<file path="config.mk">
export PLATFORM = sky130hd
export DESIGN_NAME = triangle_melody_effect_synth_flat
export DESIGN_NICKNAME = d
export VERILOG_FILES = /design/src/rtl/tmes_pkg.sv /design/src/rtl/tmes_if.sv /design/src/rtl/triangle_melody_effect_synth.sv /design/src/rtl/tmes_div.sv /design/src/flat_wrapper.sv
export SDC_FILE = /design/constraint.sdc
export NUM_CORES = 1
export LEC_CHECK = 0
export BUFFER_PORTS_ARGS = -buffer_cell sky130_fd_sc_hd__buf_4
export CAP_MARGIN = 30
export CORE_ASPECT_RATIO = 1.75
export CORE_UTILIZATION = 45
export CTS_BUF_LIST = sky130_fd_sc_hd__clkbuf_4 sky130_fd_sc_hd__clkbuf_8
export DETAILED_ROUTE_END_ITERATION = 8
export MAX_ROUTING_LAYER = met4
export PLACE_DENSITY = 0.67
export SLEW_MARGIN = 10
export SYNTH_ARGS = -nofsm -noshare
export SYNTH_HDL_FRONTEND = slang
export SYNTH_SLANG_ARGS = --single-unit
</file>
<file path="constraint.sdc">
create_clock -name clock -period 10.52 [get_ports clock]
set_clock_uncertainty 0.1 [all_clocks]
set_input_delay 3.156 -clock clock [delete_from_list [all_inputs] [get_ports clock]]
set_output_delay 3.156 -clock clock [all_outputs]
set_load 0.005 [all_outputs]
</file>
<file path="src/rtl/tmes_pkg.sv">
// Shared types, constants and tables of the triangle melody and effect synthesizer.
package tmes_pkg;

   localparam int EFFECT_COUNT_DEF = 6;
   localparam int TABLE_ENTRIES    = 6;

   localparam int ID_W       = 3;
   localparam int CSR_ADDR_W = 2;
   localparam int SAMPLE_W   = 14;
   localparam int PITCH_W    = 11;
   localparam int PHASE_W    = 14;
   localparam int COUNT_W    = 13;
   localparam int STEP_W     = 4;
   localparam int MAG_W      = 12;
   localparam int ENV_W      = 9;
   localparam int BLK_W      = 9;
   localparam int DIV_NUM_W  = 21;
   localparam int DIV_DEN_W  = 13;

   // Triangle oscillator
   localparam logic [PHASE_W-1:0] WAVE_PERIOD = 14'd16000;
   localparam logic [PHASE_W-1:0] WAVE_HALF   = 14'd8000;
   localparam logic [PHASE_W-1:0] TRI_OFFSET  = 14'd4000;

   // Melody timing and envelope
   localparam logic [COUNT_W-1:0]   STEP_LEN    = 13'd6400;
   localparam logic [COUNT_W-1:0]   STEP_LAST   = 13'd6399;
   localparam logic [COUNT_W-1:0]   ATTACK_LEN  = 13'd320;
   localparam logic [COUNT_W-1:0]   DECAY_START = 13'd4800;
   localparam logic [ENV_W-1:0]     ENV_HOLD    = 9'd320;
   localparam logic [DIV_DEN_W-1:0] DECAY_DIV   = 13'd5;
   localparam logic [DIV_DEN_W-1:0] MEL_DIV     = 13'd1600;

   // Effect pitch rules and envelope
   localparam logic [COUNT_W-1:0]   COIN_AFTER     = 13'd1600;
   localparam logic [PITCH_W-1:0]   COIN_PITCH     = 11'd1568;
   localparam logic [PITCH_W-1:0]   EAT_STEP       = 11'd110;
   localparam logic [BLK_W-1:0]     EAT_BLOCK_LAST = 9'd399;
   localparam logic [PITCH_W-1:0]   REST_BASE      = 11'd392;
   localparam logic [DIV_NUM_W-1:0] REST_SPAN      = 21'd130;
   localparam logic [COUNT_W-1:0]   FX_ATTACK      = 13'd80;
   localparam logic [DIV_NUM_W-1:0] ENV_SCALE      = 21'd100;
   localparam logic [DIV_DEN_W-1:0] FX_DIV         = 13'd100;

   typedef enum logic {
      FUNC_RENDER  = 1'b0,
      FUNC_TRIGGER = 1'b1
   } func_type;

   typedef enum logic [CSR_ADDR_W-1:0] {
      CSR_COIN = 2'd0,
      CSR_EAT  = 2'd1,
      CSR_REST = 2'd2
   } csr_index_type;

   typedef enum logic [3:0] {
      ST_IDLE,
      ST_MENV,
      ST_MDIV5,
      ST_MTRI,
      ST_MPROD,
      ST_MDIV,
      ST_FX,
      ST_FREST,
      ST_FENV,
      ST_FENVW,
      ST_FTRI,
      ST_FPROD,
      ST_FDIV,
      ST_FEND
   } state_type;

   typedef struct packed {
      logic                 start;
      logic [DIV_NUM_W-1:0] dividend;
      logic [DIV_DEN_W-1:0] divisor;
   } div_req_type;

   typedef struct packed {
      logic                 done;
      logic [DIV_NUM_W-1:0] quotient;
   } div_rsp_type;

   typedef struct packed {
      logic [PHASE_W-1:0] acc;
      logic [MAG_W-1:0]   mag;
      logic               neg;
   } tri_type;

   function automatic logic [PITCH_W-1:0] melody_note(input logic [STEP_W-1:0] step);
      logic [PITCH_W-1:0] note;
      case (step)
         4'd0:    note = 11'd262;
         4'd1:    note = 11'd330;
         4'd2:    note = 11'd392;
         4'd3:    note = 11'd330;
         4'd4:    note = 11'd294;
         4'd5:    note = 11'd220;
         4'd6:    note = 11'd294;
         4'd7:    note = 11'd349;
         4'd8:    note = 11'd262;
         4'd9:    note = 11'd330;
         4'd10:   note = 11'd440;
         4'd11:   note = 11'd392;
         4'd12:   note = 11'd349;
         4'd13:   note = 11'd294;
         4'd14:   note = 11'd262;
         default: note = 11'd0;
      endcase
      return note;
   endfunction

   function automatic logic [PITCH_W-1:0] fx_pitch(input logic [ID_W-1:0] id);
      logic [PITCH_W-1:0] pitch;
      case (id)
         3'd0:    pitch = 11'd880;
         3'd1:    pitch = 11'd1047;
         3'd2:    pitch = 11'd330;
         3'd3:    pitch = 11'd147;
         3'd4:    pitch = 11'd262;
         3'd5:    pitch = 11'd659;
         default: pitch = 11'd0;
      endcase
      return pitch;
   endfunction

   function automatic logic [COUNT_W-1:0] fx_length(input logic [ID_W-1:0] id);
      logic [COUNT_W-1:0] len;
      case (id)
         3'd0:    len = 13'd640;
         3'd1:    len = 13'd3840;
         3'd2:    len = 13'd2240;
         3'd3:    len = 13'd2880;
         3'd4:    len = 13'd4800;
         3'd5:    len = 13'd960;
         default: len = 13'd1;
      endcase
      return len;
   endfunction

   // One oscillator step: wrap the phase, fold it into a triangle and return
   // the distance from the midline as magnitude and sign.
   function automatic tri_type tri_step(input logic [PHASE_W-1:0] acc,
                                        input logic [PITCH_W-1:0] pitch);
      logic [PHASE_W:0]   p;
      logic [PHASE_W-1:0] w;
      logic [PHASE_W-1:0] v;
      tri_type            res;
      p = {1'b0, acc} + (PHASE_W+1)'(pitch);
      if (p >= {1'b0, WAVE_PERIOD}) begin
         p = p - {1'b0, WAVE_PERIOD};
      end
      w = p[PHASE_W-1:0];
      v = (w < WAVE_HALF) ? w : WAVE_PERIOD - w;
      res.acc = w;
      if (v >= TRI_OFFSET) begin
         res.mag = MAG_W'(v - TRI_OFFSET);
         res.neg = 1'b0;
      end else begin
         res.mag = MAG_W'(TRI_OFFSET - v);
         res.neg = 1'b1;
      end
      return res;
   endfunction

endpackage

</file>
<file path="src/rtl/tmes_if.sv">
// Valid/ready channel interfaces for request and response beats.
interface tmes_req_if;
   import tmes_pkg::*;
   logic            valid;
   logic            ready;
   logic            func;
   logic [ID_W-1:0] effect_id;
   logic            music_on;
   logic            mute;
   modport source(output valid, func, effect_id, music_on, mute, input ready);
   modport sink(input valid, func, effect_id, music_on, mute, output ready);
endinterface

interface tmes_rsp_if;
   import tmes_pkg::*;
   logic                       valid;
   logic                       ready;
   logic signed [SAMPLE_W-1:0] sample;
   modport source(output valid, sample, input ready);
   modport sink(input valid, sample, output ready);
endinterface

</file>
<file path="src/rtl/triangle_melody_effect_synth.sv">
// Top level of the triangle melody and sound effect synthesizer.
// A trigger beat is taken and returns nothing. A render beat runs a
// sequencer that shares one bit-serial divider (one quotient bit a clock):
// a muted render runs no division, a render with both the melody and a live
// effect up to five divisions. The next beat is taken once the render has
// placed its sample in the output register; a sample not yet taken holds
// the end of the following render until it leaves.
module triangle_melody_effect_synth #(
   parameter int EFFECT_COUNT = tmes_pkg::EFFECT_COUNT_DEF
) (
   input  logic                          clock,
   input  logic                          reset,
   input  logic                          csr_we,
   input  logic [tmes_pkg::CSR_ADDR_W-1:0] csr_addr,
   input  logic [tmes_pkg::ID_W-1:0]     csr_wdata,
   tmes_req_if.sink                      req_ch,
   tmes_rsp_if.source                    rsp_ch
);
   import tmes_pkg::*;

   state_type state_ff, state_in;

   logic [ID_W-1:0] coin_id_ff, eat_id_ff, rest_id_ff;

   logic [STEP_W-1:0]  mel_step_ff, mel_step_in;
   logic [COUNT_W-1:0] mel_t_ff, mel_t_in;
   logic [PHASE_W-1:0] mel_phase_ff, mel_phase_in;

   logic [ID_W-1:0]    fx_id_ff, fx_id_in;
   logic [PHASE_W-1:0] fx_phase_ff, fx_phase_in;
   logic [COUNT_W-1:0] fx_count_ff, fx_count_in;
   logic [BLK_W-1:0]   fx_blk_ff, fx_blk_in;
   logic               fx_odd_ff, fx_odd_in;
   logic               fx_active_ff, fx_active_in;

   logic               music_ff, music_in;
   logic               mute_ff, mute_in;
   logic [ENV_W-1:0]   env_ff, env_in;
   logic [PITCH_W-1:0] pitch_ff, pitch_in;
   logic [MAG_W-1:0]   tri_mag_ff, tri_mag_in;
   logic               tri_neg_ff, tri_neg_in;
   logic signed [SAMPLE_W-1:0] value_ff, value_in;
   logic               rsp_valid_ff, rsp_valid_in;
   logic signed [SAMPLE_W-1:0] rsp_sample_ff, rsp_sample_in;

   div_req_type div_req;
   div_rsp_type div_rsp;

   logic               req_accept;
   logic               id_ok;
   logic               mel_on;
   logic               mel_decay;
   logic               fx_run;
   logic               fx_rest;
   logic               out_free;
   logic [PITCH_W-1:0] note;
   logic [PITCH_W-1:0] fx_base;
   logic [PITCH_W-1:0] fx_pitch_sel;
   logic [COUNT_W-1:0] fx_len;
   logic [COUNT_W-1:0] fx_count_next;
   logic [COUNT_W-1:0] env_base;
   tri_type            mel_tri;
   tri_type            fx_tri;
   logic [DIV_NUM_W-1:0] mul_prod;
   logic [DIV_NUM_W-1:0] rest_num;
   logic [DIV_NUM_W-1:0] env_num;
   logic signed [SAMPLE_W-1:0] part;

   assign req_accept = req_ch.valid && req_ch.ready;
   assign id_ok = ({1'b0, req_ch.effect_id} < (ID_W+1)'(EFFECT_COUNT))
               && (req_ch.effect_id < ID_W'(TABLE_ENTRIES));
   assign mel_on    = music_ff && !mute_ff;
   assign mel_decay = mel_t_ff > DECAY_START;
   assign fx_run    = fx_active_ff && !mute_ff;
   assign fx_rest   = fx_id_ff == rest_id_ff;
   assign out_free  = !rsp_valid_ff || rsp_ch.ready;

   assign note          = melody_note(mel_step_ff);
   assign fx_base       = fx_pitch(fx_id_ff);
   assign fx_len        = fx_length(fx_id_ff);
   assign fx_count_next = fx_count_ff + 1'b1;
   assign mel_tri       = tri_step(mel_phase_ff, note);
   assign fx_tri        = tri_step(fx_phase_ff, pitch_ff);

   assign mul_prod = DIV_NUM_W'(tri_mag_ff) * DIV_NUM_W'(env_ff);
   assign rest_num = DIV_NUM_W'(fx_count_ff) * REST_SPAN;
   assign env_base = (fx_count_ff < FX_ATTACK) ? fx_count_ff : fx_len - fx_count_ff;
   assign env_num  = DIV_NUM_W'(env_base) * ENV_SCALE;
   assign part     = SAMPLE_W'(div_rsp.quotient);

   always_comb begin
      fx_pitch_sel = fx_base;
      if (fx_id_ff == coin_id_ff && fx_count_ff > COIN_AFTER) begin
         fx_pitch_sel = COIN_PITCH;
      end
      if (fx_id_ff == eat_id_ff && fx_odd_ff) begin
         fx_pitch_sel = fx_pitch_sel + EAT_STEP;
      end
   end

   // Next state
   always_comb begin
      state_in = state_ff;
      unique case (state_ff)
         ST_IDLE: begin
            if (req_accept && req_ch.func == FUNC_RENDER) state_in = ST_MENV;
         end
         ST_MENV: begin
            if (!mel_on) state_in = ST_FX;
            else if (mel_decay) state_in = ST_MDIV5;
            else state_in = ST_MTRI;
         end
         ST_MDIV5: begin
            if (div_rsp.done) state_in = ST_MTRI;
         end
         ST_MTRI: begin
            state_in = (note == '0) ? ST_FX : ST_MPROD;
         end
         ST_MPROD: state_in = ST_MDIV;
         ST_MDIV: begin
            if (div_rsp.done) state_in = ST_FX;
         end
         ST_FX: begin
            if (!fx_run) state_in = ST_FEND;
            else if (fx_rest) state_in = ST_FREST;
            else state_in = ST_FENV;
         end
         ST_FREST: begin
            if (div_rsp.done) state_in = ST_FENV;
         end
         ST_FENV: state_in = ST_FENVW;
         ST_FENVW: begin
            if (div_rsp.done) state_in = ST_FTRI;
         end
         ST_FTRI:  state_in = ST_FPROD;
         ST_FPROD: state_in = ST_FDIV;
         ST_FDIV: begin
            if (div_rsp.done) state_in = ST_FEND;
         end
         ST_FEND: begin
            if (out_free) state_in = ST_IDLE;
         end
         default: state_in = ST_IDLE;
      endcase
   end

   // Datapath and outputs
   always_comb begin
      mel_step_in   = mel_step_ff;
      mel_t_in      = mel_t_ff;
      mel_phase_in  = mel_phase_ff;
      fx_id_in      = fx_id_ff;
      fx_phase_in   = fx_phase_ff;
      fx_count_in   = fx_count_ff;
      fx_blk_in     = fx_blk_ff;
      fx_odd_in     = fx_odd_ff;
      fx_active_in  = fx_active_ff;
      music_in      = music_ff;
      mute_in       = mute_ff;
      env_in        = env_ff;
      pitch_in      = pitch_ff;
      tri_mag_in    = tri_mag_ff;
      tri_neg_in    = tri_neg_ff;
      value_in      = value_ff;
      rsp_valid_in  = rsp_valid_ff;
      rsp_sample_in = rsp_sample_ff;
      div_req       = '0;

      if (rsp_valid_ff && rsp_ch.ready) rsp_valid_in = 1'b0;

      unique case (state_ff)
         ST_IDLE: begin
            if (req_accept) begin
               if (req_ch.func == FUNC_TRIGGER) begin
                  if (id_ok) begin
                     fx_id_in     = req_ch.effect_id;
                     fx_phase_in  = '0;
                     fx_count_in  = '0;
                     fx_blk_in    = '0;
                     fx_odd_in    = 1'b0;
                     fx_active_in = 1'b1;
                  end
               end else begin
                  music_in = req_ch.music_on;
                  mute_in  = req_ch.mute;
                  value_in = '0;
               end
            end
         end
         ST_MENV: begin
            if (mel_t_ff < ATTACK_LEN) begin
               env_in = ENV_W'(mel_t_ff);
            end else if (mel_decay) begin
               div_req.start    = mel_on;
               div_req.dividend = DIV_NUM_W'(STEP_LEN - mel_t_ff);
               div_req.divisor  = DECAY_DIV;
            end else begin
               env_in = ENV_HOLD;
            end
         end
         ST_MDIV5: begin
            if (div_rsp.done) env_in = ENV_W'(div_rsp.quotient);
         end
         ST_MTRI: begin
            // The melody clock moves on even over the silent last step.
            if (mel_t_ff == STEP_LAST) begin
               mel_t_in    = '0;
               mel_step_in = mel_step_ff + 1'b1;
            end else begin
               mel_t_in = mel_t_ff + 1'b1;
            end
            if (note != '0) begin
               mel_phase_in = mel_tri.acc;
               tri_mag_in   = mel_tri.mag;
               tri_neg_in   = mel_tri.neg;
            end
         end
         ST_MPROD: begin
            div_req.start    = 1'b1;
            div_req.dividend = mul_prod;
            div_req.divisor  = MEL_DIV;
         end
         ST_MDIV: begin
            if (div_rsp.done) value_in = tri_neg_ff ? value_ff - part : value_ff + part;
         end
         ST_FX: begin
            pitch_in = fx_pitch_sel;
            if (fx_run && fx_rest) begin
               div_req.start    = 1'b1;
               div_req.dividend = rest_num;
               div_req.divisor  = fx_len;
            end
         end
         ST_FREST: begin
            if (div_rsp.done) pitch_in = REST_BASE - PITCH_W'(div_rsp.quotient);
         end
         ST_FENV: begin
            div_req.start    = 1'b1;
            div_req.dividend = env_num;
            div_req.divisor  = (fx_count_ff < FX_ATTACK) ? FX_ATTACK : fx_len;
         end
         ST_FENVW: begin
            if (div_rsp.done) env_in = ENV_W'(div_rsp.quotient);
         end
         ST_FTRI: begin
            fx_phase_in = fx_tri.acc;
            tri_mag_in  = fx_tri.mag;
            tri_neg_in  = fx_tri.neg;
         end
         ST_FPROD: begin
            div_req.start    = 1'b1;
            div_req.dividend = mul_prod;
            div_req.divisor  = FX_DIV;
         end
         ST_FDIV: begin
            if (div_rsp.done) value_in = tri_neg_ff ? value_ff - part : value_ff + part;
         end
         ST_FEND: begin
            if (out_free) begin
               rsp_valid_in  = 1'b1;
               rsp_sample_in = value_ff;
               if (fx_active_ff) begin
                  fx_count_in = fx_count_next;
                  if (fx_blk_ff == EAT_BLOCK_LAST) begin
                     fx_blk_in = '0;
                     fx_odd_in = !fx_odd_ff;
                  end else begin
                     fx_blk_in = fx_blk_ff + 1'b1;
                  end
                  if (fx_count_next >= fx_len) fx_active_in = 1'b0;
               end
            end
         end
         default: ;
      endcase
   end

   always_ff @(posedge clock) begin
      if (reset) begin
         state_ff     <= ST_IDLE;
         coin_id_ff   <= 3'd1;
         eat_id_ff    <= 3'd0;
         rest_id_ff   <= 3'd4;
         mel_step_ff  <= '0;
         mel_t_ff     <= '0;
         mel_phase_ff <= '0;
         fx_id_ff     <= '0;
         fx_phase_ff  <= '0;
         fx_count_ff  <= '0;
         fx_blk_ff    <= '0;
         fx_odd_ff    <= 1'b0;
         fx_active_ff <= 1'b0;
         rsp_valid_ff <= 1'b0;
      end else begin
         state_ff     <= state_in;
         mel_step_ff  <= mel_step_in;
         mel_t_ff     <= mel_t_in;
         mel_phase_ff <= mel_phase_in;
         fx_id_ff     <= fx_id_in;
         fx_phase_ff  <= fx_phase_in;
         fx_count_ff  <= fx_count_in;
         fx_blk_ff    <= fx_blk_in;
         fx_odd_ff    <= fx_odd_in;
         fx_active_ff <= fx_active_in;
         rsp_valid_ff <= rsp_valid_in;
         if (csr_we) begin
            unique case (csr_addr)
               CSR_COIN: coin_id_ff <= csr_wdata;
               CSR_EAT:  eat_id_ff  <= csr_wdata;
               CSR_REST: rest_id_ff <= csr_wdata;
               default:  ;
            endcase
         end
      end
      music_ff      <= music_in;
      mute_ff       <= mute_in;
      env_ff        <= env_in;
      pitch_ff      <= pitch_in;
      tri_mag_ff    <= tri_mag_in;
      tri_neg_ff    <= tri_neg_in;
      value_ff      <= value_in;
      rsp_sample_ff <= rsp_sample_in;
   end

   assign req_ch.ready  = (state_ff == ST_IDLE);
   assign rsp_ch.valid  = rsp_valid_ff;
   assign rsp_ch.sample = rsp_sample_ff;

   tmes_div u_div (
      .clock (clock),
      .reset (reset),
      .req   (div_req),
      .rsp   (div_rsp)
   );

endmodule

</file>
<file path="src/rtl/tmes_div.sv">
// Bit-serial restoring divider, one quotient bit per clock.
module tmes_div (
   input  logic                  clock,
   input  logic                  reset,
   input  tmes_pkg::div_req_type req,
   output tmes_pkg::div_rsp_type rsp
);
   import tmes_pkg::*;

   localparam int CNT_W = $clog2(DIV_NUM_W);

   logic                 busy_ff, busy_in;
   logic                 done_ff, done_in;
   logic [CNT_W-1:0]     cnt_ff, cnt_in;
   logic [DIV_NUM_W-1:0] quot_ff, quot_in;
   logic [DIV_DEN_W-1:0] rem_ff, rem_in;
   logic [DIV_DEN_W-1:0] den_ff, den_in;
   logic [DIV_DEN_W:0]   shifted;
   logic [DIV_DEN_W:0]   diff;
   logic                 ge;

   assign shifted = {rem_ff, quot_ff[DIV_NUM_W-1]};
   assign diff    = shifted - {1'b0, den_ff};
   assign ge      = shifted >= {1'b0, den_ff};

   always_comb begin
      busy_in = busy_ff;
      done_in = 1'b0;
      cnt_in  = cnt_ff;
      quot_in = quot_ff;
      rem_in  = rem_ff;
      den_in  = den_ff;
      if (req.start) begin
         busy_in = 1'b1;
         cnt_in  = '0;
         quot_in = req.dividend;
         rem_in  = '0;
         den_in  = req.divisor;
      end else if (busy_ff) begin
         quot_in = {quot_ff[DIV_NUM_W-2:0], ge};
         rem_in  = ge ? diff[DIV_DEN_W-1:0] : shifted[DIV_DEN_W-1:0];
         cnt_in  = cnt_ff + 1'b1;
         if (cnt_ff == CNT_W'(DIV_NUM_W - 1)) begin
            busy_in = 1'b0;
            done_in = 1'b1;
         end
      end
   end

   always_ff @(posedge clock) begin
      if (reset) begin
         busy_ff <= 1'b0;
         done_ff <= 1'b0;
         cnt_ff  <= '0;
      end else begin
         busy_ff <= busy_in;
         done_ff <= done_in;
         cnt_ff  <= cnt_in;
      end
      quot_ff <= quot_in;
      rem_ff  <= rem_in;
      den_ff  <= den_in;
   end

   assign rsp.done     = done_ff;
   assign rsp.quotient = quot_ff;

endmodule

</file>
<file path="src/flat_wrapper.sv">
// flat-port wrapper written by rule: the top's interface ports become plain ports
module triangle_melody_effect_synth_flat import tmes_pkg::*;
#(
   parameter int EFFECT_COUNT = tmes_pkg::EFFECT_COUNT_DEF
)
  (clock, reset, csr_we, csr_addr, csr_wdata, req_ch_valid, req_ch_func, req_ch_effect_id, req_ch_music_on, req_ch_mute, req_ch_ready, rsp_ch_valid, rsp_ch_sample, rsp_ch_ready);
  tmes_req_if req_ch_i ();
  tmes_rsp_if rsp_ch_i ();
  input  logic clock;
  input  logic reset;
  input  logic csr_we;
  input  logic [tmes_pkg::CSR_ADDR_W-1:0] csr_addr;
  input  logic [tmes_pkg::ID_W-1:0] csr_wdata;
  input wire logic [$bits(req_ch_i.valid)-1:0] req_ch_valid;
  input wire logic [$bits(req_ch_i.func)-1:0] req_ch_func;
  input wire logic [$bits(req_ch_i.effect_id)-1:0] req_ch_effect_id;
  input wire logic [$bits(req_ch_i.music_on)-1:0] req_ch_music_on;
  input wire logic [$bits(req_ch_i.mute)-1:0] req_ch_mute;
  output wire logic [$bits(req_ch_i.ready)-1:0] req_ch_ready;
  output wire logic [$bits(rsp_ch_i.valid)-1:0] rsp_ch_valid;
  output wire logic [$bits(rsp_ch_i.sample)-1:0] rsp_ch_sample;
  input wire logic [$bits(rsp_ch_i.ready)-1:0] rsp_ch_ready;
  assign req_ch_i.valid = req_ch_valid;
  assign req_ch_i.func = req_ch_func;
  assign req_ch_i.effect_id = req_ch_effect_id;
  assign req_ch_i.music_on = req_ch_music_on;
  assign req_ch_i.mute = req_ch_mute;
  assign req_ch_ready = req_ch_i.ready;
  assign rsp_ch_valid = rsp_ch_i.valid;
  assign rsp_ch_sample = rsp_ch_i.sample;
  assign rsp_ch_i.ready = rsp_ch_ready;
  triangle_melody_effect_synth #(.EFFECT_COUNT(EFFECT_COUNT)) u_core (.clock(clock), .reset(reset), .csr_we(csr_we), .csr_addr(csr_addr), .csr_wdata(csr_wdata), .req_ch(req_ch_i), .rsp_ch(rsp_ch_i));
endmodule
</file>
== After elaboration in Yosys (flattened, before gate mapping) ==
Memories as Yosys holds them, arrays and structs flattened. A register that Yosys moved wholly into a read port is not among the register bits.
Cells that the tools add are included.

* Equality and inequality tests: 43
* Multiplexer cells: 88
* Reduce and logical (&&, ||, !) cells: 46
* $add $sub $neg: 22
* Multiply operators: 3
* Divide/modulo/power cells: 0
* $lt $le $gt $ge: 14
* Bitwise logic cells: 2
* Shifts and indexed selects: 0

{| class="wikitable"
|+ Operator list
! kind !! number
|-
| 35-bit case mux with 5 select lines || 1
|-
| 14-bit 2-to-1 mux || 11
|-
| 13-bit 2-to-1 mux || 11
|-
| 35-bit 2-to-1 mux || 3
|-
| 9-bit 2-to-1 mux || 9
|-
| 13-bit case mux with 6 select lines || 1
|-
| 11-bit case mux with 6 select lines || 1
|-
| 14-bit case mux with 2 select lines || 2
|-
| 4-bit case mux with 14 select lines || 1
|-
| 4-bit 2-to-1 mux || 12
|-
| 21-bit 2-to-1 mux || 2
|-
| 9-bit case mux with 2 select lines || 2
|-
| 11-bit 2-to-1 mux || 3
|-
| 14-bit by 11-bit adder with 15-bit output || 2
|-
| 15-bit by 14-bit greater-or-equal comparator with 1-bit output (second input constant) || 2
|-
| 14-bit by 12-bit greater-or-equal comparator with 1-bit output (second input constant) || 2
|-
| 14-bit by 13-bit less-than comparator with 1-bit output (second input constant) || 2
|-
| 14-bit subtractor (first input constant) || 2
|-
| 14-bit subtractor (second input constant) || 2
|-
| 13-bit by 1-bit adder with 13-bit output (second input constant) || 2
|-
| 13-bit case mux with 2 select lines || 1
|-
| 13-bit subtractor || 2
|-
| 4-bit equality test (second input constant) || 6
|-
| 12-bit case mux with 2 select lines || 1
|-
| 58 further kinds || 135
|}

* Input bits: 16
* Latch bits: 0
* Bits in registers: 203
* Output and inout port bits: 16
* Memories: 1
* Bits in read-only memories: 144
* RAM bits: 0

{| class="wikitable"
|+ Memories
! name !! depth !! bits a word !! rd ports !! clocked after memory_dff !! wr ports !! RTL line !! source
|-
| (no name shown) || 16 || 9 || 1 || 1 || 0 || tmes_pkg.sv:92 || <nowiki>case (step)</nowiki>
|}

== Depth between registers and ports, before layout ==
Gate-level depths: netlist of the first run.

* Depth in word-level cells: 9
* Depth in mapped cells: 28
* Depth with buffers taken out: 26

== Modules after synthesis ==
Synthesis of the first run repeated with hierarchy kept, for this count alone.

* Cell total of the unflattened synthesis: 2510
* Area total of the unflattened synthesis: 21008.9 µm²

{| class="wikitable"
|+ By module, submodules not included
! module !! times used !! cells an instance !! area each (µm²)
|-
| triangle_melody_effect_synth || 1 || 2259 || 18144.9
|-
| tmes_div || 1 || 251 || 2864.0
|}

== Worst setup path before layout of the first run ==
No wires, ideal clock.

* Kind: register -> register
* Start: reg u_core.fx_id_ff[2]
* End: reg u_core.u_div.quot_ff[18], data pin
* Period minus slack after synthesis: 5.532 ns
* Cell stages (with the launch flop): 29
* Slack: 4.988 ns
* Data arrival time: 5.166 ns
* Path buffers: 2
* Data required time: 10.154 ns
* Cells stage by stage: dfxtp_1 -> clkbuf_1 -> clkbuf_1 -> nand2_1 -> ha_1 -> inv_1 -> ha_1 -> nand2b_1 -> xnor2_1 -> ha_1 -> ha_1 -> inv_1 -> fa_1 -> inv_1 -> ha_1 -> nor2b_1 -> o21ai_0 -> a21boi_0 -> o21ai_0 -> a21boi_0 -> o21ai_0 -> a21boi_0 -> o21ai_0 -> nand2b_1 -> a21o_1 -> a21oi_1 -> xnor2_1 -> a221oi_1 -> a21oi_1

* Word-level cells in the longest chain between the ends: 7

{| class="wikitable"
|+ RTL lines
! item !! RTL line !! source
|-
| start: declaration || triangle_melody_effect_synth.sv:29 || <nowiki>logic [ID_W-1:0] fx_id_ff, fx_id_in;</nowiki>
|-
| start signal: assignment || triangle_melody_effect_synth.sv:299 || <nowiki>fx_id_ff <= fx_id_in;</nowiki>
|-
| 3-bit equality test (tied with other cells) || tmes_pkg.sv:129 || <nowiki>case (id)</nowiki>
|-
| 13-bit case mux with 6 select lines || tmes_pkg.sv:129 ||
|-
| 13-bit subtractor || triangle_melody_effect_synth.sv:87 || <nowiki>assign env_base = (fx_count_ff < FX_ATTACK) ? fx_count_ff : fx_len - fx_count_ff;</nowiki>
|-
| 13-bit 2-to-1 mux || triangle_melody_effect_synth.sv:87 ||
|-
| 13-bit by 5-bit multiplier with 18-bit output || triangle_melody_effect_synth.sv:88 || <nowiki>assign env_num = DIV_NUM_W'(env_base) * ENV_SCALE;</nowiki>
|-
| 35-bit case mux with 5 select lines * || triangle_melody_effect_synth.sv:171 || <nowiki>unique case (state_ff)</nowiki>
|-
| 21-bit 2-to-1 mux * || tmes_div.sv:33 || <nowiki>if (req.start) begin</nowiki>
|-
| via u_core.u_div.quot_in[18] || tmes_div.sv:15 || <nowiki>logic [DIV_NUM_W-1:0] quot_ff, quot_in;</nowiki>
|-
| end signal: assignment || tmes_div.sv:60 || <nowiki>quot_ff <= quot_in;</nowiki>
|-
| end: declaration || tmes_div.sv:15 ||
|}

The timed path passes the listed nets; every way through them passes the cells marked *.
A chain may end at the register's enable or synchronous reset.

== Worst setup path after layout of the first run ==
* Start: reg u_core.pitch_ff[0]
* End: reg u_core.tri_mag_ff[11], data pin

* Word-level cells in the longest chain between the ends: 8

{| class="wikitable"
|+ RTL lines
! item !! RTL line !! source
|-
| start: declaration || triangle_melody_effect_synth.sv:39 || <nowiki>logic [PITCH_W-1:0] pitch_ff, pitch_in;</nowiki>
|-
| start signal: assignment || triangle_melody_effect_synth.sv:318 || <nowiki>pitch_ff <= pitch_in;</nowiki>
|-
| 14-bit by 11-bit adder with 15-bit output * || tmes_pkg.sv:149 || <nowiki>p = {1'b0, acc} + (PHASE_W+1)'(pitch);</nowiki>
|-
| 14-bit subtractor or 15-bit by 14-bit greater-or-equal comparator with 1-bit output (tied branches) || tmes_pkg.sv:151, tmes_pkg.sv:150 ||
|-
| 14-bit 2-to-1 mux * || tmes_pkg.sv:150 || <nowiki>if (p >= {1'b0, WAVE_PERIOD}) begin</nowiki>
|-
| 14-bit subtractor or 14-bit by 13-bit less-than comparator with 1-bit output (tied branches) || tmes_pkg.sv:154 || <nowiki>v = (w < WAVE_HALF) ? w : WAVE_PERIOD - w;</nowiki>
|-
| 14-bit 2-to-1 mux * || tmes_pkg.sv:154 ||
|-
| 12-bit subtractor (tied with other cells) || tmes_pkg.sv:160 || <nowiki>res.mag = MAG_W'(TRI_OFFSET - v);</nowiki>
|-
| 13-bit 2-to-1 mux * || tmes_pkg.sv:156 || <nowiki>if (v >= TRI_OFFSET) begin</nowiki>
|-
| 12-bit case mux with 2 select lines * || triangle_melody_effect_synth.sv:171 ||
|-
| via u_core.tri_mag_in[11] || triangle_melody_effect_synth.sv:40 || <nowiki>logic [MAG_W-1:0] tri_mag_ff, tri_mag_in;</nowiki>
|-
| end signal: assignment || triangle_melody_effect_synth.sv:319 || <nowiki>tri_mag_ff <= tri_mag_in;</nowiki>
|-
| end: declaration || triangle_melody_effect_synth.sv:40 ||
|}

Marks and branches as above.

==> impl_metrics.yaml, run 1 <==
run_status:
  status: "completed"
global_route:
  grt_antenna_before_repair: 1
  grt_pass1_vias: 18344
  grt_usage_pct: 25.75
  grt_max_degree: 66
  grt_overflow_total: 0
  grt_pass1_wl_mm: 92.12
layout:
  synthToLayoutAreaGrowth_pct: 7.248
  finalInstanceArea_sq_mm: 0.02192
  final_nets: 2719
  nFillCells: 4315
  drive_gt1_share_pct: 6.775
  fin_cells: 3043
  fin_util_pct: 48.74
worst_setup_path:
  cp-end-kind: "register"
  critPathMaxFanout: 18
  crit_type: "register to register"
  arrival_ns: 6.98
  worstSetupStartpointType: "register"
  crit_path_start: "u_core.pitch_ff[0]$_DFFE_PP_"
  timing.rr.start: "u_core.pitch_ff[0]$_DFFE_PP_"
  crit_required_ns: 10.73
drt:
  via_count: 17915
  drtIter0Drc: 1092
  postRouteAntennaNets: 0
  post_drt_via_cell_ratio: 5.887
  drc: 0
  routed_wl_mm: 56.94
  wl_per_cell_um: 18.71
  dr.pass1.iters: 5
die:
  coreArea_sq_mm: 0.04498
  die_w_um: 163.1
  start_util_pct: 45.44
  die_area_sq_mm: 0.04631
  row_count: 103
  ios: 32
  die_y_um: 283.9
clocking:
  clkTransAtPathRegs_ns: 0.07
  cts.hold.buffers_added: 0
  post_cts_buffers: 0
  post_cts_resized: 0
  cts_made_buffers: 38
  h-tree-depth: 2
  cts_root_buffer: "clkbuf_8"
  tritoncts: "built"
  clockBufferDepth: 3
  clkLatencyLatePin_ns: 0.59
  cts_sinks: 210
sta:
  hold_ws_ns: 0.3717
  setup_tns_ns: 0
  tightest_slew_ns: 1.049
  slew_violations: 0
  relSlewSlack_pct: 29.20
  fmax_mhz: 147.7
  rsz0062_at_grt: "no"
  hold_violations: 0
  fin_crit_ns: 6.769
  setup_viol: 0
  finalCritPeriodShare_pct: 64.34
synthesis:
  synth_warnings: 0
  synthCells: 2477
  ys_types: 99
  synth_top_cell_by_area: "edfxtp_1"
  synth_area_leaders: "edfxtp_1 14%, dfxtp_1 11%, ha_1 11%"
  syn_nets: 2760
  async_flop_share_pct: 0
  synth_top_area_share_pct: 13.96
  ys_ff_latch: 210
  synth_edf_count: 95
  seq_area_frac_synth_pct: 25.22
  yosysMostFrequentCell: "nor2_1"
  syn_area_sq_mm: 0.02044
  synth_common_cells: "254 x nor2_1, 241 x nand2_1, 220 x inv_1"
  avgSynthCellArea_sq_um: 8.251
  synth_ff_type: "dfxtp_1"
hold_path:
  hold_path_class: "register to register"
  min_from: "u_core.value_ff[7]$_SDFFCE_PN0P_"
power_and_ir_drop:
  peakVddDrop_v: 0.0002011
  leakage_nw: 9.431
  power_density_mw_per_mm2: 243.0
job:
  maxCapViolations: 0
place:
  io_buffers: 31
  place_hpwl_mm: 45.21
  gp_congestion: 0.9822
  placed_area_sq_mm: 0.02104
  numPlacedInstances: 2971
[layout by cell type (no fill, tap or decap), types with 47 or more instances in the layout]
| cell type | synthesis | final |
|---|---|---|
| mux2i_1 | 47 | 47 |
| fa_1 | 83 | 83 |
| nand2_1 | 241 | 241 |
| inv_1 | 220 | 220 |
| and2_1 | 57 | 57 |
| nor2_1 | 254 | 254 |
| nor3_1 | 55 | 53 |
| nand3_1 | 52 | 52 |
| xnor2_1 | 115 | 115 |
| xor2_1 | 53 | 53 |
| ha_1 | 184 | 184 |
| dfxtp_1 | 115 | 115 |
| buf_4 | 0 | 47 |
| a21oi_1 | 154 | 154 |
| o21ai_0 | 108 | 108 |
| edfxtp_1 | 95 | 95 |
[cell families (layout without fill, tap and decap cells)]
group / Yosys count / after routing / share of synthesized area [%]
muxes: 55 / 55 / 2.816
AOI/OAI and AO/OA: 580 / 580 / 19.01
adders and majority gates: 268 / 268 / 19.44
xor gates and xnor gates: 169 / 169 / 7.279
buffers and inverters: 353 / 341 / 6.667
other: 0 / 1 / 0
DFF: 210 / 210 / 25.22
and+or+nand+nor: 842 / 842 / 19.56
[worst max-delay path, cell delays in order, from the launching register on]
cell	delay [ns]
edfxtp_1	0.37
ha_1	0.22
inv_1	0.07
fa_1	0.19
nand2b_1	0.21
a21oi_1	0.13
o31a_1	0.30
o311ai_0	0.61
nor4bb_1	0.87
a31oi_1	0.27
mux2i_1	0.73
a41oi_2	0.52
nor2_1	0.32
xnor2_1	0.24
inv_1	0.09
ha_1	0.19
a221oi_1	0.46
mux2i_1	0.17
xnor2_1	0.19
mux2_2	0.28
[final timing paths]
path	endpoint	slack [ns]	cells after the start
max	u_core.tri_mag_ff[11]$_DFFE_PP_	3.75	19
min	u_core.rsp_ch.sample[7]$_DFFE_PP_	0.37	0
max reg2reg	u_core.tri_mag_ff[11]$_DFFE_PP_	3.75	19
min reg2reg	u_core.rsp_ch.sample[7]$_DFFE_PP_	0.37	0
[registers in the layout, summed over array words and instances, names as in the netlist, 11 cells and up]
signal and cells:
u_core.u_div.quot_ff 21, u_core.fx_phase_ff 14, u_core.mel_phase_ff 14, u_core.rsp_ch.sample 14, u_core.value_ff 14, u_core.fx_count_ff 13
u_core.mel_t_ff 13, u_core.u_div.rem_ff 13, u_core.tri_mag_ff 12, u_core.pitch_ff 11, u_core.u_div.den_ff 11
[per-layer routing]
metal | up-vias | track usage [%] | part of all wire [%] | wire (um)
li1 | 8622 | - | - | -
met1 | 8590 | 23.83 | 35 | 20100
met2 | 475 | 47.93 | 54 | 30620
met3 | 228 | 3.128 | 3.3 | 1876
met4 | 0 | 18.08 | 7.6 | 4347
met5 | - | - | 0 | 0
[report_power, final]
group	switching (mW)	internal (mW)
Sequential	0.195	1.04
Combinational	1.85	1.36
Clock	0.377	0.508
[area by class of cell]
type	instances	area, sq um	share of cell area, %
Tap cell	577	721.9	3.294
Sequential cell	210	5155	23.52
Clock inverter	18	207.7	0.9475
Clock buffer	51	651.9	2.974
Timing Repair Buffer	51	397.9	1.815
Multi-Input combinational cell	1914	13950	63.66
Antenna cell	1	2.502	0.01142
Inverter	221	829.5	3.784
[stage by stage]
stage,power [mW],setup WS (ns)
final,5.327,3.751
after global routing,5.794,3.231
after CTS,5.363,3.872
after detailed placement,4.440,3.950
after global placement,4.363,4.016
after floorplan,3.627,4.988
No activity file was read; power rests on OpenSTA's default activity.
==> run 2, diff against run 1 <==
Settings changed: PLACE_DENSITY 0.67 to 0.7.
Clock period 10.52 ns to 5.45 ns, I/O delays scaled along.
==> run 2 against run 1 <==
Sequential share of layout area down 2.3 points. Final cell count is 8.4% higher. Total power up 110%. Sequential cell count did not move. Setup slack got worse by 3.6 ns. Utilization is 5.4 points higher. Register-to-register slack got worse by 3.6 ns.
==> impl_metrics.yaml, run 2 (synthesis results as in run 1) <==
global_route:
  grt_pass1_vias: 19510
  grt_overflow_total: 0
  grt_usage_pct: 26.76
  grt_antenna_before_repair: 1
  grt_pass1_wl_mm: 96.12
  grt_max_degree: 66
worst_setup_path:
  crit_required_ns: 5.67
  critPathMaxFanout: 6
  crit_type: "register to register"
  worstPathCellList: "ha_4 > fa_2 > a21o_1 > buf_4 > a221oi_4 > buf_6 > buf_6 > o211a_4 > nor3_2 > and2b_2 > a31oi_4 > o32a_1 > o41a_1 > buf_4 > o211ai_4 > nor2_2 > o31a_1 > buf_4 > mux2_2 > xnor2_1 > mux2_2"
  r2r_cells: 21
  max_stage_delay_ns: 0.54
  arrival_ns: 5.56
  worstReg2RegEnd: "u_core.tri_mag_ff[7]$_DFFE_PP_"
  worstSetupStartpointType: "register"
  timing.rr.start: "u_core.mel_phase_ff[0]$_SDFFE_PP0P_"
  cp-end-kind: "register"
  slowest_stage: "o41a_1"
  path_common_cell: "buf_4"
  worst-r2r-setup-slack_ns: 0.11
die:
  coreArea_sq_mm: 0.04498
  die_w_um: 163.1
  row_count: 103
  ios: 32
  die_y_um: 283.9
  start_util_pct: 45.44
  die_area_sq_mm: 0.04631
clocking:
  h-tree-depth: 2
  cts_root_buffer: "clkbuf_8"
  cts_made_buffers: 38
  clkTransAtPathRegs_ns: 0.06
  cts_sinks: 210
  clockBufferDepth: 3
  clkLatencyLatePin_ns: 0.57
  tritoncts: "built"
  cts.hold.buffers_added: 0
layout:
  synthToLayoutAreaGrowth_pct: 19.08
  largest_register: "u_core.u_div.quot_ff"
  mostFrequentLayoutCell: "buf_4"
  finalInstanceArea_sq_mm: 0.02434
  final_cell_mix: "297 x buf_4, 251 x nor2_1, 239 x nand2_1, 220 x inv_1, 179 x ha_1"
  drive_gt1_share_pct: 18.63
  largest_reg_flops: 21
  final_nets: 2974
power_and_ir_drop:
  fin_total_pwr_mw: 11.13
  peakVddDrop_v: 0.0004999
  leakage_nw: 10.80
  power_density_mw_per_mm2: 457.4
drt:
  drc: 0
  dr.pass1.iters: 7
  via_count: 19074
  post_drt_via_cell_ratio: 5.782
  wl_per_cell_um: 18.34
  postRouteAntennaNets: 0
  routed_wl_mm: 60.52
  drtIter0Drc: 1034
place:
  io_buffers: 31
  gp_congestion: 0.9493
  place_hpwl_mm: 47.64
  placed_area_sq_mm: 0.02266
  place_ws_ns: -0.2745
run_status:
  status: "completed"
sta:
  setup_viol: 0
  fin_crit_ns: 5.339
  tightest_slew_ns: 0.9633
  relSlewSlack_pct: 35.78
  slew_violations: 0
  fmax_mhz: 187.3
  hold_violations: 0
  finalCritPeriodShare_pct: 97.97
  setup_ws_ns: 0.1107
hold_path:
  whs_path_depth: 0
  min_from: "u_core.value_ff[0]$_SDFFCE_PN0P_"
  hold_path_class: "register to register"
  hold-path-endpoint: "u_core.rsp_ch.sample[0]$_DFFE_PP_"
job:
  maxCapViolations: 0
## run 2: changes by cell type in the layout (fill, tap and decap cells not counted), moves of 8 or more
cell     before  now
a21oi_1     154  137
a21oi_2       0   17
buf_4        47  297
buf_6         0    8
o21ai_0     108   97
o21ai_1       4   12
## run 2: power breakdown
group / internal [mW] / switching (mW) / total (mW) / leakage, nW
Sequential: 2.00 / 0.300 / 2.30 / 1.81
Combinational: 3.12 / 4.14 / 7.26 / 8.57
Clock: 0.859 / 0.706 / 1.57 / 0.410
Total: 5.98 / 5.15 / 11.1 / 10.8
## run 2: how the worst max path moves through the flow
stage,from,slack [ns],cells after the start,to
after floorplan,u_core.fx_id_ff[1]$_SDFFE_PP0P_,0.02,28,u_core.u_div.quot_ff[18]$_DFFE_PP_
after global placement,u_core.note[0]$_DFF_P_,-0.26,19,u_core.tri_mag_ff[11]$_DFFE_PP_
after detailed placement,u_core.note[0]$_DFF_P_,-0.27,22,u_core.tri_mag_ff[11]$_DFFE_PP_
after CTS,u_core.note[0]$_DFF_P_,-0.01,21,u_core.tri_mag_ff[11]$_DFFE_PP_
after global routing,u_core.fx_id_ff[1]$_SDFFE_PP0P_,-0.11,26,u_core.u_div.quot_ff[19]$_DFFE_PP_
final,u_core.mel_phase_ff[0]$_SDFFE_PP0P_,0.11,21,u_core.tri_mag_ff[7]$_DFFE_PP_
## run 2: layout make-up
cell class                 instances  area [sq um]
inverter                         221         829.5
clock inverter                    14         105.1
fill                            4151         20640
clock buffer                      56         683.2
antenna                            1         2.502
timing repair buffer             306          2335
multi-input combinational       1914         14500
tap                              577         721.9
sequential                       210          5157
## run 2: routing by layer
layer	wire (um)	GRT usage (%)
met5	0	-
met3	1878	2.733
met2	33200	50.33
met1	21310	25.16
met4	4126	17.48
## run 2: critical path, delay by kind of cell, from the launching register on
kind	cells	cell delay, ns
mux	2	0.56
xor+xnor	1	0.17
fa+ha+maj	2	0.55
compound gates	8	2.18
flops	1	0.34
buf+inv	5	0.77
simple gates	3	0.43
## run 2: repair_timing
item                       in CTS  in global routing
buffers inserted                3                 35
pin swaps                       5                 58
cloned                          0                  0
setup endpoints to repair      14                 16
resized for setup              26                100
## run 2: stage by stage
stage | TNS, ns | hold slack [ns] | utilization (%) | std cells
detailed placement | -1.592 | 0.3489 | 50.38 | 3189
floorplan | 0 | 0.3264 | - | 2477
global placement | -1.113 | 0.3489 | 50.36 | 3188
global route | -0.4193 | 0.3822 | 54.11 | 3299
CTS | -0.01097 | 0.3646 | 52.41 | 3262
finish | 0 | 0.3685 | 54.11 | 3299
==> run 3, diff against run 2 <==
Settings changed: ABC_AREA set to 1, CAP_MARGIN 30 to 40.
==> run 3 against run 2 <==
Routed wire length shrank 5.0%. Critical path depth grew 5. Die area grew 0.38%. Setup slack lost 0.081 ns. Critical path type unchanged. Largest power group unchanged.
==> impl_metrics.yaml, run 3 <==
drt:
  dr.pass1.iters: 6
  via_count: 19130
  postRouteAntennaNets: 0
  route.met2.wl_mm: 30.76
  drc: 0
  wl_met1_mm: 22.04
  post_drt_via_cell_ratio: 5.290
  highest_layer: "met4"
  routed_wl_mm: 57.49
  drtIter0Drc: 1117
  wl_met3_mm: 1.822
  wl_per_cell_um: 15.90
clocking:
  clkLatencyLatePin_ns: 0.56
  h-tree-depth: 2
  tritoncts: "built"
  cts.hold.buffers_added: 0
  cts_made_buffers: 35
  cts_sinks: 210
  clkTransAtPathRegs_ns: 0.07
  cts_root_buffer: "clkbuf_8"
  clockBufferDepth: 3
worst_setup_path:
  worstSetupStartpointType: "register"
  cp-end-kind: "register"
  crit_type: "register to register"
  arrival_ns: 5.63
  crit_required_ns: 5.66
  critPathMaxFanout: 6
global_route:
  grt_antenna_before_repair: 1
  grt_pass1_vias: 18680
  grt_overflow_total: 0
  grt_max_degree: 52
  grt_pass1_wl_mm: 91.65
  grt_usage_pct: 25.46
run_status:
  status: "completed"
layout:
  drive_gt1_share_pct: 10.14
  largest_register: "u_core.u_div.quot_ff"
  final_nets: 3295
  largest_reg_flops: 21
  synthToLayoutAreaGrowth_pct: 10.95
  final_cell_mix: "693 x nand2_1, 524 x inv_1, 279 x nor2_1, 179 x ha_1, 149 x a21oi_1"
  finalInstanceArea_sq_mm: 0.02276
  fin_util_pct: 50.47
  mostFrequentLayoutCell: "nand2_1"
place:
  gp_congestion: 0.9856
  place_hpwl_mm: 46.79
  place_ws_ns: -0.1461
  io_buffers: 31
  placed_area_sq_mm: 0.02174
sta:
  fmax_mhz: 184.5
  fin_crit_ns: 5.420
  setup_ws_ns: 0.02984
  hold_ws_ns: 0.3586
  finalCritPeriodShare_pct: 99.45
  setup_viol: 0
  relSlewSlack_pct: 42.48
  rsz0062_at_grt: "yes"
  tightest_slew_ns: 0.8538
  slew_violations: 0
  hold_violations: 0
synthesis:
  synth_top_cell_by_area: "edfxtp_1"
  synth_warnings: 0
  seq_area_frac_synth_pct: 25.13
  avgSynthCellArea_sq_um: 7.010
  ys_types: 72
  synth_top_area_share_pct: 13.90
  yosysMostFrequentCell: "nand2_1"
  syn_area_sq_mm: 0.02052
  synth_edf_count: 95
  ys_ff_latch: 210
  async_flop_share_pct: 0
  syn_nets: 3210
  synth_ff_type: "dfxtp_1"
  synth_common_cells: "698 x nand2_1, 531 x inv_1, 284 x nor2_1"
  synthCells: 2927
  synth_area_leaders: "edfxtp_1 14%, nand2_1 13%, dfxtp_1 11%"
die:
  coreArea_sq_mm: 0.04511
  die_w_um: 163.4
  row_count: 103
  die_y_um: 284.5
  start_util_pct: 45.49
  die_area_sq_mm: 0.04649
  ios: 32
power_and_ir_drop:
  peakVddDrop_v: 0.0005217
  fin_total_pwr_mw: 13.12
  power_density_mw_per_mm2: 576.3
  leakage_nw: 11.40
job:
  maxCapViolations: 0
hold_path:
  hold_path_class: "register to register"
## run 3: stage by stage
stage / TNS [ns] / instances
after floorplan: 0 / 2927
after global placement: -0.01346 / 3539
after detailed placement: -0.2349 / 3541
after CTS: 0 / 3607
after global routing: -0.6446 / 3616
final: 0 / 3616
## run 3: cell type report
| type | instances | area (sq um) |
|---|---|---|
| Multi-Input combinational cell | 2104 | 13140 |
| Timing Repair Buffer | 116 | 898.4 |
| Antenna cell | 1 | 2.502 |
| Fill cell | 4448 | 22340 |
| Tap cell | 577 | 721.9 |
| Clock inverter | 16 | 180.2 |
| Sequential cell | 210 | 5160 |
| Clock buffer | 47 | 615.6 |
| Inverter | 545 | 2046 |
## run 3: timing repair
item,CTS,global route
buffers inserted,3,8
pin swaps,0,16
gates resized for setup,1,44
endpoints found under the setup margin,2,6
## run 3: kinds of logic after synthesis
group                      count (synthesis)  share of synthesized area (%)
and+or+nand+nor                         1308                          27.73
buffers and inverters                    613                          11.46
AOI/OAI and AO/OA                        438                          12.37
adders and majority gates                267                          19.32
DFF                                      210                          25.13
xor gates and xnor gates                  91                          3.994
## run 3: worst max-delay path: stages (launching register included)
cell,delay [ns]
edfxtp_1,0.42
buf_4,0.17
buf_4,0.15
nand2_1,0.09
fa_1,0.44
fa_1,0.51
inv_1,0.06
fa_1,0.52
fa_1,0.52
ha_1,0.34
inv_2,0.09
nor2_2,0.04
o21ai_1,0.12
nand2_1,0.10
a21oi_2,0.14
nor2_1,0.06
nor2_1,0.14
nor2_1,0.09
o21ai_1,0.14
nand2_1,0.10
a21oi_2,0.14
o21bai_1,0.09
buf_4,0.15
xnor2_2,0.17
o2111ai_1,0.15
o21ai_1,0.11
inv_1,0.06
## run 3: per-layer routing
metal | GRT usage (%) | vias up
met5 | - | -
met4 | 12.94 | 0
met3 | 1.897 | 139
met2 | 46.72 | 445
met1 | 26.78 | 8998
li1 | - | 9548
## run 3: path summary, 6_finish.rpt
path	slack, ns	cells after the start	startpoint	to
worst max-delay path	0.03	26	u_core.tri_mag_ff[4]$_DFFE_PP_	u_core.u_div.quot_ff[16]$_DFFE_PP_
worst min-delay path	0.36	0	u_core.value_ff[11]$_SDFFCE_PN0P_	u_core.rsp_ch.sample[11]$_DFFE_PP_
worst max register to register	0.03	26	u_core.tri_mag_ff[4]$_DFFE_PP_	u_core.u_div.quot_ff[16]$_DFFE_PP_
worst min register to register	0.36	0	u_core.value_ff[11]$_SDFFCE_PN0P_	u_core.rsp_ch.sample[11]$_DFFE_PP_
## run 3: power breakdown
| part | internal (mW) | switching [mW] | total (mW) |
|---|---|---|---|
| Combinational | 3.61 | 5.62 | 9.23 |
| Clock | 0.928 | 0.696 | 1.62 |
| Sequential | 2.04 | 0.230 | 2.27 |
